`config.mk`:
```
export PLATFORM = sky130hd
export DESIGN_NAME = mse_exec
export DESIGN_NICKNAME = d
export VERILOG_FILES = /design/src/rtl/core/mse_pkg.sv /design/src/rtl/core/mse_exec.sv
export SDC_FILE = /design/constraint.sdc
export NUM_CORES = 1
export LEC_CHECK = 0
export BUFFER_PORTS_ARGS = -buffer_cell sky130_fd_sc_hd__buf_2
export CAP_MARGIN = 5
export CORE_MARGIN = 2
export CORE_UTILIZATION = 55
export DETAILED_ROUTE_END_ITERATION = 6
export PLACE_DENSITY = 0.88
export SLEW_MARGIN = 20
export SYNTH_ARGS = -nofsm -noshare
export SYNTH_HDL_FRONTEND = slang
export SYNTH_SLANG_ARGS = --single-unit
export TNS_END_PERCENT = 1
```
`constraint.sdc`:
```
create_clock -name vclk -period 18.4
set_input_delay 3.68 -clock vclk [all_inputs]
set_output_delay 3.68 -clock vclk [all_outputs]
set_load 0.01 [all_outputs]
```
`src/rtl/core/mse_pkg.sv`:
```
// ---------------------------------------------------------------------------
// mse_pkg
// Opcodes, status codes and shared types of the MIPS-subset execute unit.
// ---------------------------------------------------------------------------
package mse_pkg;

    localparam int unsigned NUM_REGS = 32;
    localparam int unsigned REG_IDX_W = 5;

    localparam logic [5:0] OP_RTYPE = 6'b000000;
    localparam logic [5:0] OP_BGE   = 6'b000001;
    localparam logic [5:0] OP_J     = 6'b000010;
    localparam logic [5:0] OP_ADDI  = 6'b001000;
    localparam logic [5:0] OP_LB    = 6'b100000;
    localparam logic [5:0] OP_LW    = 6'b100011;
    localparam logic [5:0] OP_SW    = 6'b101011;
    localparam logic [5:0] OP_LA    = 6'b101111;

    localparam logic [5:0] FN_ADD = 6'h20;

    localparam logic REQ_EXEC    = 1'b0;
    localparam logic REQ_PRELOAD = 1'b1;

    localparam logic [31:0] PC_STEP      = 32'd4;
    localparam logic [31:0] PC_HIGH_MASK = 32'hF000_0000;

    typedef enum logic [1:0] {
        ST_EXECUTED  = 2'd0,
        ST_HALTED    = 2'd1,
        ST_ILLEGAL   = 2'd2,
        ST_PRELOADED = 2'd3
    } status_t;

    // One data memory access; the address is a full byte address that the
    // memory wraps to its own size.
    typedef struct packed {
        logic        rd;
        logic        wr;
        logic [31:0] addr;
        logic [31:0] data;
    } mem_req_t;

    typedef struct packed {
        status_t                status;
        logic [31:0]            next_pc;
        logic                   stop;
        logic                   reg_wr;
        logic [REG_IDX_W-1:0]   reg_idx;
        logic [31:0]            reg_val;
        logic                   load;
        logic                   load_byte;
        mem_req_t               mem;
    } exec_res_t;

endpackage

```
`src/rtl/core/mse_exec.sv`:
```
// ---------------------------------------------------------------------------
// mse_exec
// Decode and execute of one request: next program counter, register write,
// memory access and status.
// ---------------------------------------------------------------------------
module mse_exec (
    input  logic               req_type,
    input  logic [31:0]        instr,
    input  logic [15:0]        load_addr,
    input  logic [31:0]        load_data,
    input  logic [31:0]        rs_val,
    input  logic [31:0]        rt_val,
    input  logic [31:0]        pc,
    input  logic               stopped,
    output mse_pkg::exec_res_t res
);

    logic [5:0]  op;
    logic [5:0]  funct;
    logic [4:0]  rt_idx;
    logic [4:0]  rd_idx;
    logic [31:0] simm;
    logic [31:0] ea;
    logic [31:0] pc_inc;

    assign op     = instr[31:26];
    assign funct  = instr[5:0];
    assign rt_idx = instr[20:16];
    assign rd_idx = instr[15:11];
    assign simm   = {{16{instr[15]}}, instr[15:0]};
    assign ea     = rs_val + simm;
    assign pc_inc = pc + mse_pkg::PC_STEP;

    always_comb
    begin
        res          = '0;
        res.status   = mse_pkg::ST_EXECUTED;
        res.next_pc  = pc;
        res.mem.addr = ea;
        res.mem.data = rt_val;

        priority if (req_type == mse_pkg::REQ_PRELOAD)
        begin
            res.status   = mse_pkg::ST_PRELOADED;
            res.mem.wr   = 1'b1;
            res.mem.addr = {16'b0, load_addr};
            res.mem.data = load_data;
        end
        else if (stopped)
        begin
            res.status = mse_pkg::ST_HALTED;
        end
        else if (instr == '0)
        begin
            res.status = mse_pkg::ST_HALTED;
            res.stop   = 1'b1;
        end
        else
        begin
            unique case (op)
                mse_pkg::OP_LA:
                begin
                    res.reg_wr  = 1'b1;
                    res.reg_idx = rt_idx;
                    res.reg_val = {16'b0, instr[15:0]};
                    res.next_pc = pc_inc;
                end
                mse_pkg::OP_LB:
                begin
                    res.reg_wr    = 1'b1;
                    res.reg_idx   = rt_idx;
                    res.load      = 1'b1;
                    res.load_byte = 1'b1;
                    res.mem.rd    = 1'b1;
                    res.next_pc   = pc_inc;
                end
                mse_pkg::OP_LW:
                begin
                    res.reg_wr  = 1'b1;
                    res.reg_idx = rt_idx;
                    res.load    = 1'b1;
                    res.mem.rd  = 1'b1;
                    res.next_pc = pc_inc;
                end
                mse_pkg::OP_SW:
                begin
                    res.mem.wr  = 1'b1;
                    res.next_pc = pc_inc;
                end
                mse_pkg::OP_ADDI:
                begin
                    res.reg_wr  = 1'b1;
                    res.reg_idx = rt_idx;
                    res.reg_val = ea;
                    res.next_pc = pc_inc;
                end
                mse_pkg::OP_RTYPE:
                begin
                    if (funct == mse_pkg::FN_ADD)
                    begin
                        res.reg_wr  = 1'b1;
                        res.reg_idx = rd_idx;
                        res.reg_val = rs_val + rt_val;
                        res.next_pc = pc_inc;
                    end
                    else
                    begin
                        res.status = mse_pkg::ST_ILLEGAL;
                        res.stop   = 1'b1;
                    end
                end
                mse_pkg::OP_BGE:
                begin
                    res.next_pc = (rs_val >= rt_val) ? pc_inc + {simm[29:0], 2'b00}
                                                     : pc_inc;
                end
                mse_pkg::OP_J:
                begin
                    res.next_pc = (pc & mse_pkg::PC_HIGH_MASK) | {4'b0, instr[25:0], 2'b00};
                end
                default:
                begin
                    res.status = mse_pkg::ST_ILLEGAL;
                    res.stop   = 1'b1;
                end
            endcase
        end
    end

endmodule

```
==> flow_summary.json, run 1 <==
{
  "outcome": "complete, but fails checks",
  "violations": "DRC",
  "drv_cap": 0,
  "synthXorXnorAreaFrac_pct": 10.9,
  "ctsHoldBuffers": 0,
  "wl_per_cell_um": 18.0,
  "pin_count": 319,
  "leakage_nw": 4.90,
  "grt_use_met2_pct": 60.8,
  "critPathRequiredTime_ns": 14.72,
  "met1_usage_pct": 47.6,
  "min_path_cells": 3,
  "synth-seq-area-share_pct": 0,
  "grt.total_usage_pct": 35.9,
  "hold_end": "res[108]",
  "synth_mux_area_share_pct": 3.24,
  "min-delay-start": "pc[1]",
  "antenna_found_initial": 0,
  "synth_top_family_by_area": "compound AO/OA/AOI/OAI gates",
  "std_cell_rows": 45,
  "coreArea_um2": 15200,
  "first_iter_violations": 1181,
  "fp.dieH_um": 129,
  "syn-instance-count": 1307,
  "antenna_left": 0,
  "ff_latch_area_um2": 0,
  "final_nets": 1887,
  "syn_area_um2": 8580,
  "drc": 1,
  "seq_cell_count": 0,
  "synthAdderAreaFrac_pct": 19.5,
  "cp_slowest_stage_delay_ns": 0.46,
  "cts-resized-gates": 0,
  "timing.fmax_mhz": 83.7,
  "avgSynthCellArea_um2": 6.56,
  "grt_pass1_wl_um": 49300,
  "port_buffers": 319,
  "worstSetupEndpointType": "primary output",
  "n_fill_cell": 1391,
  "peakVddDrop_v": 0.0000160,
  "synth-simple-area-share_pct": 24.9,
  "dp.final_hpwl_um": 26000,
  "multi_input_comb_area_um2": 8010,
  "worst_path_max_delay_cell": "nor2b_1",
  "synth-compound-area-share_pct": 34.6,
  "rsz0062_at_grt": "false",
  "post_cts_buffers": 0,
  "crit_chain": "buf_2, ha_1, and3_1, nand2_1, nor2_1, and4_1, nor2b_1, and2_1, xnor2_1, ha_1, a211oi_1, a21oi_1, a311oi_4, mux2i_1, mux2_1, or3_1, buf_2",
  "p_per_area_nw_per_um2": 30.6,
  "grt.busiest_layer": "met2",
  "syn2layout_area_growth_pct": 19.4,
  "post-route-min-period_ns": 11.94,
  "timing.hold.ws_ns": 7.65,
  "num-clock-buffers": 0,
  "arrival_ns": 8.26,
  "grt_pass1_vias": 9758,
  "ys_warn_count": 0,
  "path_max_fanout": 6,
  "tns_ns": 0,
  "worstSetupPathType": "in -> out",
  "worst_setup_path_start_kind": "primary input",
  "synth.distinct_cells": 79,
  "dr.pass1.iters": 7,
  "drive_gt1_share_pct": 23.5,
  "start_util_pct": 56.4,
  "gp_congestion": 0.982,
  "die-width_um": 129,
  "hold_viol": 0,
  "die-area_um2": 16600,
  "finalSetupViolCount": 0,
  "min_period_over_period_pct": 64.9,
  "drt-total-wl_um": 31700,
  "grt_max_degree": 99,
  "n_antenna_cell": 0,
  "maxSlewViolCount": 0,
  "vias": 11200,
  "gr-total-overflow": 0,
  "hold_path.class": "in -> out",
  "syn_nets": 1616,
  "viasPerCell": 6.34,
  "tightest_slew_ns": 1.10,
  "use_met3_pct": 4.16,
  "max_slew_margin_pct": 26.6
}
synthesized netlist by cell type, types with 8 or more instances:
library cell  number  area share [%]
inv_1             87             3.8
nand2_1          130             5.7
nand2b_1          17             1.2
clkbuf_1          52             2.3
ha_1             128              19
nand4_1           15             1.1
xnor2_1           73             7.5
xor2_1            34             3.5
o22ai_1           14             1.0
and3_1            13            0.95
a31oi_1           17             1.2
a211oi_1          14             1.2
a21o_1            31             2.7
a222oi_1          27             3.2
nor3_1            29             1.7
a21oi_1          119             6.9
nor2_1           128             5.6
or3_1             13            0.95
a22oi_1           15             1.3
o21a_1            14             1.2
nor4_1            15             1.1
nand3_1           34             2.0
nor2b_1           14             1.0
o31ai_1            8            0.70
mux2_2            21             2.8
o21ai_0          102             6.0
o21bai_1          22             1.9
layout make-up:
type / instances / share of cell area, %
Inverter: 87 / 3.19
Tap cell: 188 / 2.30
Timing Repair Buffer: 329 / 16.3
Multi-Input combinational cell: 1160 / 78.2
cells by family (layout without fill, tap and decap cells):
kind of cell    count (synthesis)  count (layout)
compound gates                449             449
fa+ha+maj                     132             132
xor+xnor                      107             107
simple gates                  447             447
buf+inv                       147             416
mux                            25              25
per-layer routing:
| metal | wire length [um] | up-vias | part of all wire, % |
|---|---|---|---|
| met2 | 14600 | 709 | 46 |
| met4 | 979 | 0 | 3.1 |
| met1 | 13000 | 5039 | 41 |
| met3 | 3110 | 74 | 9.8 |
| li1 | - | 5367 | - |
| met5 | 0 | - | 0 |
cells in the final DEF (no fill, tap or decap), types with 5 or more instances in the layout:
cell type,synthesis,routed
a211oi_1,14,14
a21boi_0,6,6
a21o_1,31,31
a21oi_1,119,119
a221oi_1,7,7
a222oi_1,27,27
a22oi_1,15,15
a31oi_1,17,16
and2_1,5,5
and3_1,13,13
and4_1,7,7
buf_2,4,319
buf_4,1,10
ha_1,128,128
inv_1,87,87
mux2_2,21,21
nand2_1,130,130
nand2b_1,17,17
nand3_1,34,34
nand4_1,15,15
nor2_1,128,127
nor2b_1,14,14
nor3_1,29,29
nor4_1,15,14
o211ai_1,6,6
o21a_1,14,14
o21ai_0,102,102
o21bai_1,22,22
o22ai_1,14,14
o31ai_1,8,8
or3_1,13,13
or4_1,5,5
xnor2_1,73,73
xor2_1,34,34
critical path, delay by kind of cell:
| kind | cells | cell delay, ns |
|---|---|---|
| xor gates and xnor gates | 1 | 0.09 |
| buffers and inverters | 2 | 0.27 |
| AOI/OAI and AO/OA | 3 | 1.06 |
| and+or+nand+nor | 7 | 2.04 |
| muxes | 2 | 0.65 |
| adders and majority gates | 2 | 0.46 |
power by group:
group	total [mW]	switching, mW	internal, mW	leakage [nW]
sequential	0	0	0	0
combinational	0.313	0.186	0.128	4.90
clock	0	0	0	0
total	0.313	0.186	0.128	4.90
through the flow:
step           setup WS [ns]  util, %  power (mW)  cell area (um^2)  cells
3_3_place_gp            6.61     67.4       0.300             10200   1764
3_5_place_dp            6.55     67.4       0.304             10200   1764
2_1_floorplan           7.27        -       0.206              8580   1307
6_report                6.46     67.4       0.313             10200   1764
4_1_cts                 6.52     67.4       0.306             10200   1764
5_1_grt                 6.16     67.4       0.342             10200   1764
how the worst max path moves through the flow:
stage               cells past startpoint  slack, ns       end  start
finish                                 17       6.46  res[138]  pc[2]
global route                           17       6.16  res[138]  pc[2]
CTS                                    17       6.52  res[138]  pc[2]
detailed placement                     17       6.55  res[138]  pc[2]
global placement                       17       6.61  res[138]  pc[2]
floorplan                              15       7.27  res[138]  pc[7]
No activity file was read; power rests on OpenSTA's default activity.
==> inputs of run 2 (changes only) <==
--- a/config.mk
+++ b/config.mk
@@ -8,9 +8,9 @@
 export BUFFER_PORTS_ARGS = -buffer_cell sky130_fd_sc_hd__buf_2
 export CAP_MARGIN = 5
 export CORE_MARGIN = 2
-export CORE_UTILIZATION = 55
+export CORE_UTILIZATION = 48
 export DETAILED_ROUTE_END_ITERATION = 6
-export PLACE_DENSITY = 0.88
+export PLACE_DENSITY = 0.81
 export SLEW_MARGIN = 20
 export SYNTH_ARGS = -nofsm -noshare
 export SYNTH_HDL_FRONTEND = slang
==> constraint.sdc (replaced) <==
create_clock -name vclk -period 10.7
set_input_delay 2.14 -clock vclk [all_inputs]
set_output_delay 2.14 -clock vclk [all_outputs]
set_load 0.01 [all_outputs]
==> run 2 against run 1 <==
  * The run now ends clean
  * Die area increased by 14%
  * Hold slack got worse by 3.1 ns
  * Cell count increased by 2.1%
  * Sequential cell count unchanged
  * Via count decreased by 1.9%
  * Total power increased by 71%
  * Count of clock-buffer cells in the layout unchanged
  * Design area increased by 0.48%
  * Sequential share of layout area unchanged
  * Critical path depth unchanged
  * Global-route usage decreased by 3.7 points
  * Critical endpoint unchanged
==> flow_summary.json, run 2 (synthesis results as in run 1) <==
{
  "antenna_found_initial": 0,
  "mostFrequentLayoutCells": "buf_2, nand2_1, ha_1",
  "hold_viol": 0,
  "max_slew_margin_pct": 31.1,
  "drive_gt1_share_pct": 23.5,
  "final_area_um2": 10300,
  "critPathRequiredTime_ns": 8.56,
  "min_period_over_period_pct": 83.4,
  "start_util_pct": 49.4,
  "dp.final_hpwl_um": 26500,
  "num-clock-buffers": 0,
  "grt_pass1_vias": 9895,
  "worst_setup_path_start_kind": "primary input",
  "ff_latch_area_um2": 0,
  "drc": 0,
  "gp_congestion": 0.972,
  "path_max_fanout": 6,
  "final_nets": 1887,
  "cts-resized-gates": 0,
  "hold_end": "res[106]",
  "leakage_nw": 4.91,
  "rsz0062_at_grt": "false",
  "vias": 11000,
  "std_cell_rows": 48,
  "dr.pass1.iters": 7,
  "worstSetupEndpointType": "primary output",
  "first_iter_violations": 1104,
  "p_per_area_nw_per_um2": 52.0,
  "tns_ns": 0,
  "grt_pass1_wl_um": 49300,
  "seq_cell_count": 0,
  "grt_max_degree": 100,
  "n_fill_cell": 1707,
  "worstSetupPathType": "in -> out",
  "grt.total_usage_pct": 32.1,
  "die-area_um2": 19000,
  "pin_count": 319,
  "layout_setup_ws_ns": 1.78,
  "wl_per_cell_um": 17.9,
  "post-route-min-period_ns": 8.92,
  "hold_path.class": "in -> out",
  "timing.fmax_mhz": 112,
  "outcome": "complete, no violations",
  "timing.hold.ws_ns": 4.55,
  "port_buffers": 319,
  "gr-total-overflow": 0,
  "drv_cap": 0,
  "die-width_um": 138,
  "n_antenna_cell": 0,
  "drt-total-wl_um": 32200,
  "place_ws_ns": 1.87,
  "syn2layout_area_growth_pct": 20.0,
  "min_path_cells": 3,
  "antenna_left": 0,
  "tightest_slew_ns": 1.03,
  "coreArea_um2": 17400,
  "arrival_ns": 6.78,
  "final_common_cell": "buf_2",
  "fp.dieH_um": 138,
  "finalSetupViolCount": 0,
  "maxSlewViolCount": 0,
  "fin_util_pct": 59.3,
  "peakVddDrop_v": 0.0000270,
  "viasPerCell": 6.10,
  "post_cts_buffers": 0,
  "ctsHoldBuffers": 0,
  "min-delay-start": "stopped",
  "placed_area_um2": 10300
}
-- run 2: worst max-delay path by stage --
| stage | from | to | slack (ns) | cells past startpoint |
|---|---|---|---|---|
| 6_report | pc[2] | res[138] | 1.78 | 17 |
| 3_5_place_dp | pc[2] | res[138] | 1.87 | 17 |
| 3_3_place_gp | pc[2] | res[138] | 1.95 | 17 |
| 4_1_cts | pc[2] | res[138] | 1.83 | 17 |
| 5_1_grt | pc[2] | res[138] | 1.41 | 17 |
| 2_1_floorplan | pc[7] | res[138] | 2.65 | 15 |
-- run 2: worst max-delay path, stage by stage --
cell,delay [ns]
buf_2,0.14
ha_1,0.24
and3_1,0.28
nand2_1,0.11
nor2_1,0.31
and4_1,0.31
nor2b_1,0.48
nand3_1,0.21
xnor2_1,0.17
ha_1,0.21
a211oi_1,0.49
a21oi_1,0.26
a311oi_4,0.35
mux2i_1,0.28
mux2_1,0.33
or3_1,0.31
buf_2,0.15
-- run 2: layer usage --
| layer | global-route usage, % | vias up | wire, um | part of all wire [%] |
|---|---|---|---|---|
| met5 | 0 | - | 0 | 0 |
| met4 | 8.48 | 0 | 939 | 2.9 |
| met3 | 2.06 | 61 | 2940 | 9.1 |
| met2 | 57.5 | 573 | 15300 | 47 |
| met1 | 41.5 | 4974 | 13100 | 41 |
| li1 | - | 5371 | - | - |
-- run 2: final cells by class --
type               count  area, um^2  area share, %
multi-input cells   1160        8010           77.8
repair buffers       329        1670           16.3
well taps            225         282           2.74
inverters             87         327           3.17
-- run 2: power breakdown --
| part | switching (mW) | internal (mW) | total, mW |
|---|---|---|---|
| logic | 0.316 | 0.219 | 0.535 |
| registers | 0 | 0 | 0 |
| clock network | 0 | 0 | 0 |
-- run 2: stage by stage --
stage / power [mW] / std cells
2_1_floorplan: 0.354 / 1307
3_3_place_gp: 0.516 / 1801
3_5_place_dp: 0.524 / 1801
4_1_cts: 0.527 / 1801
5_1_grt: 0.587 / 1801
6_report: 0.535 / 1801
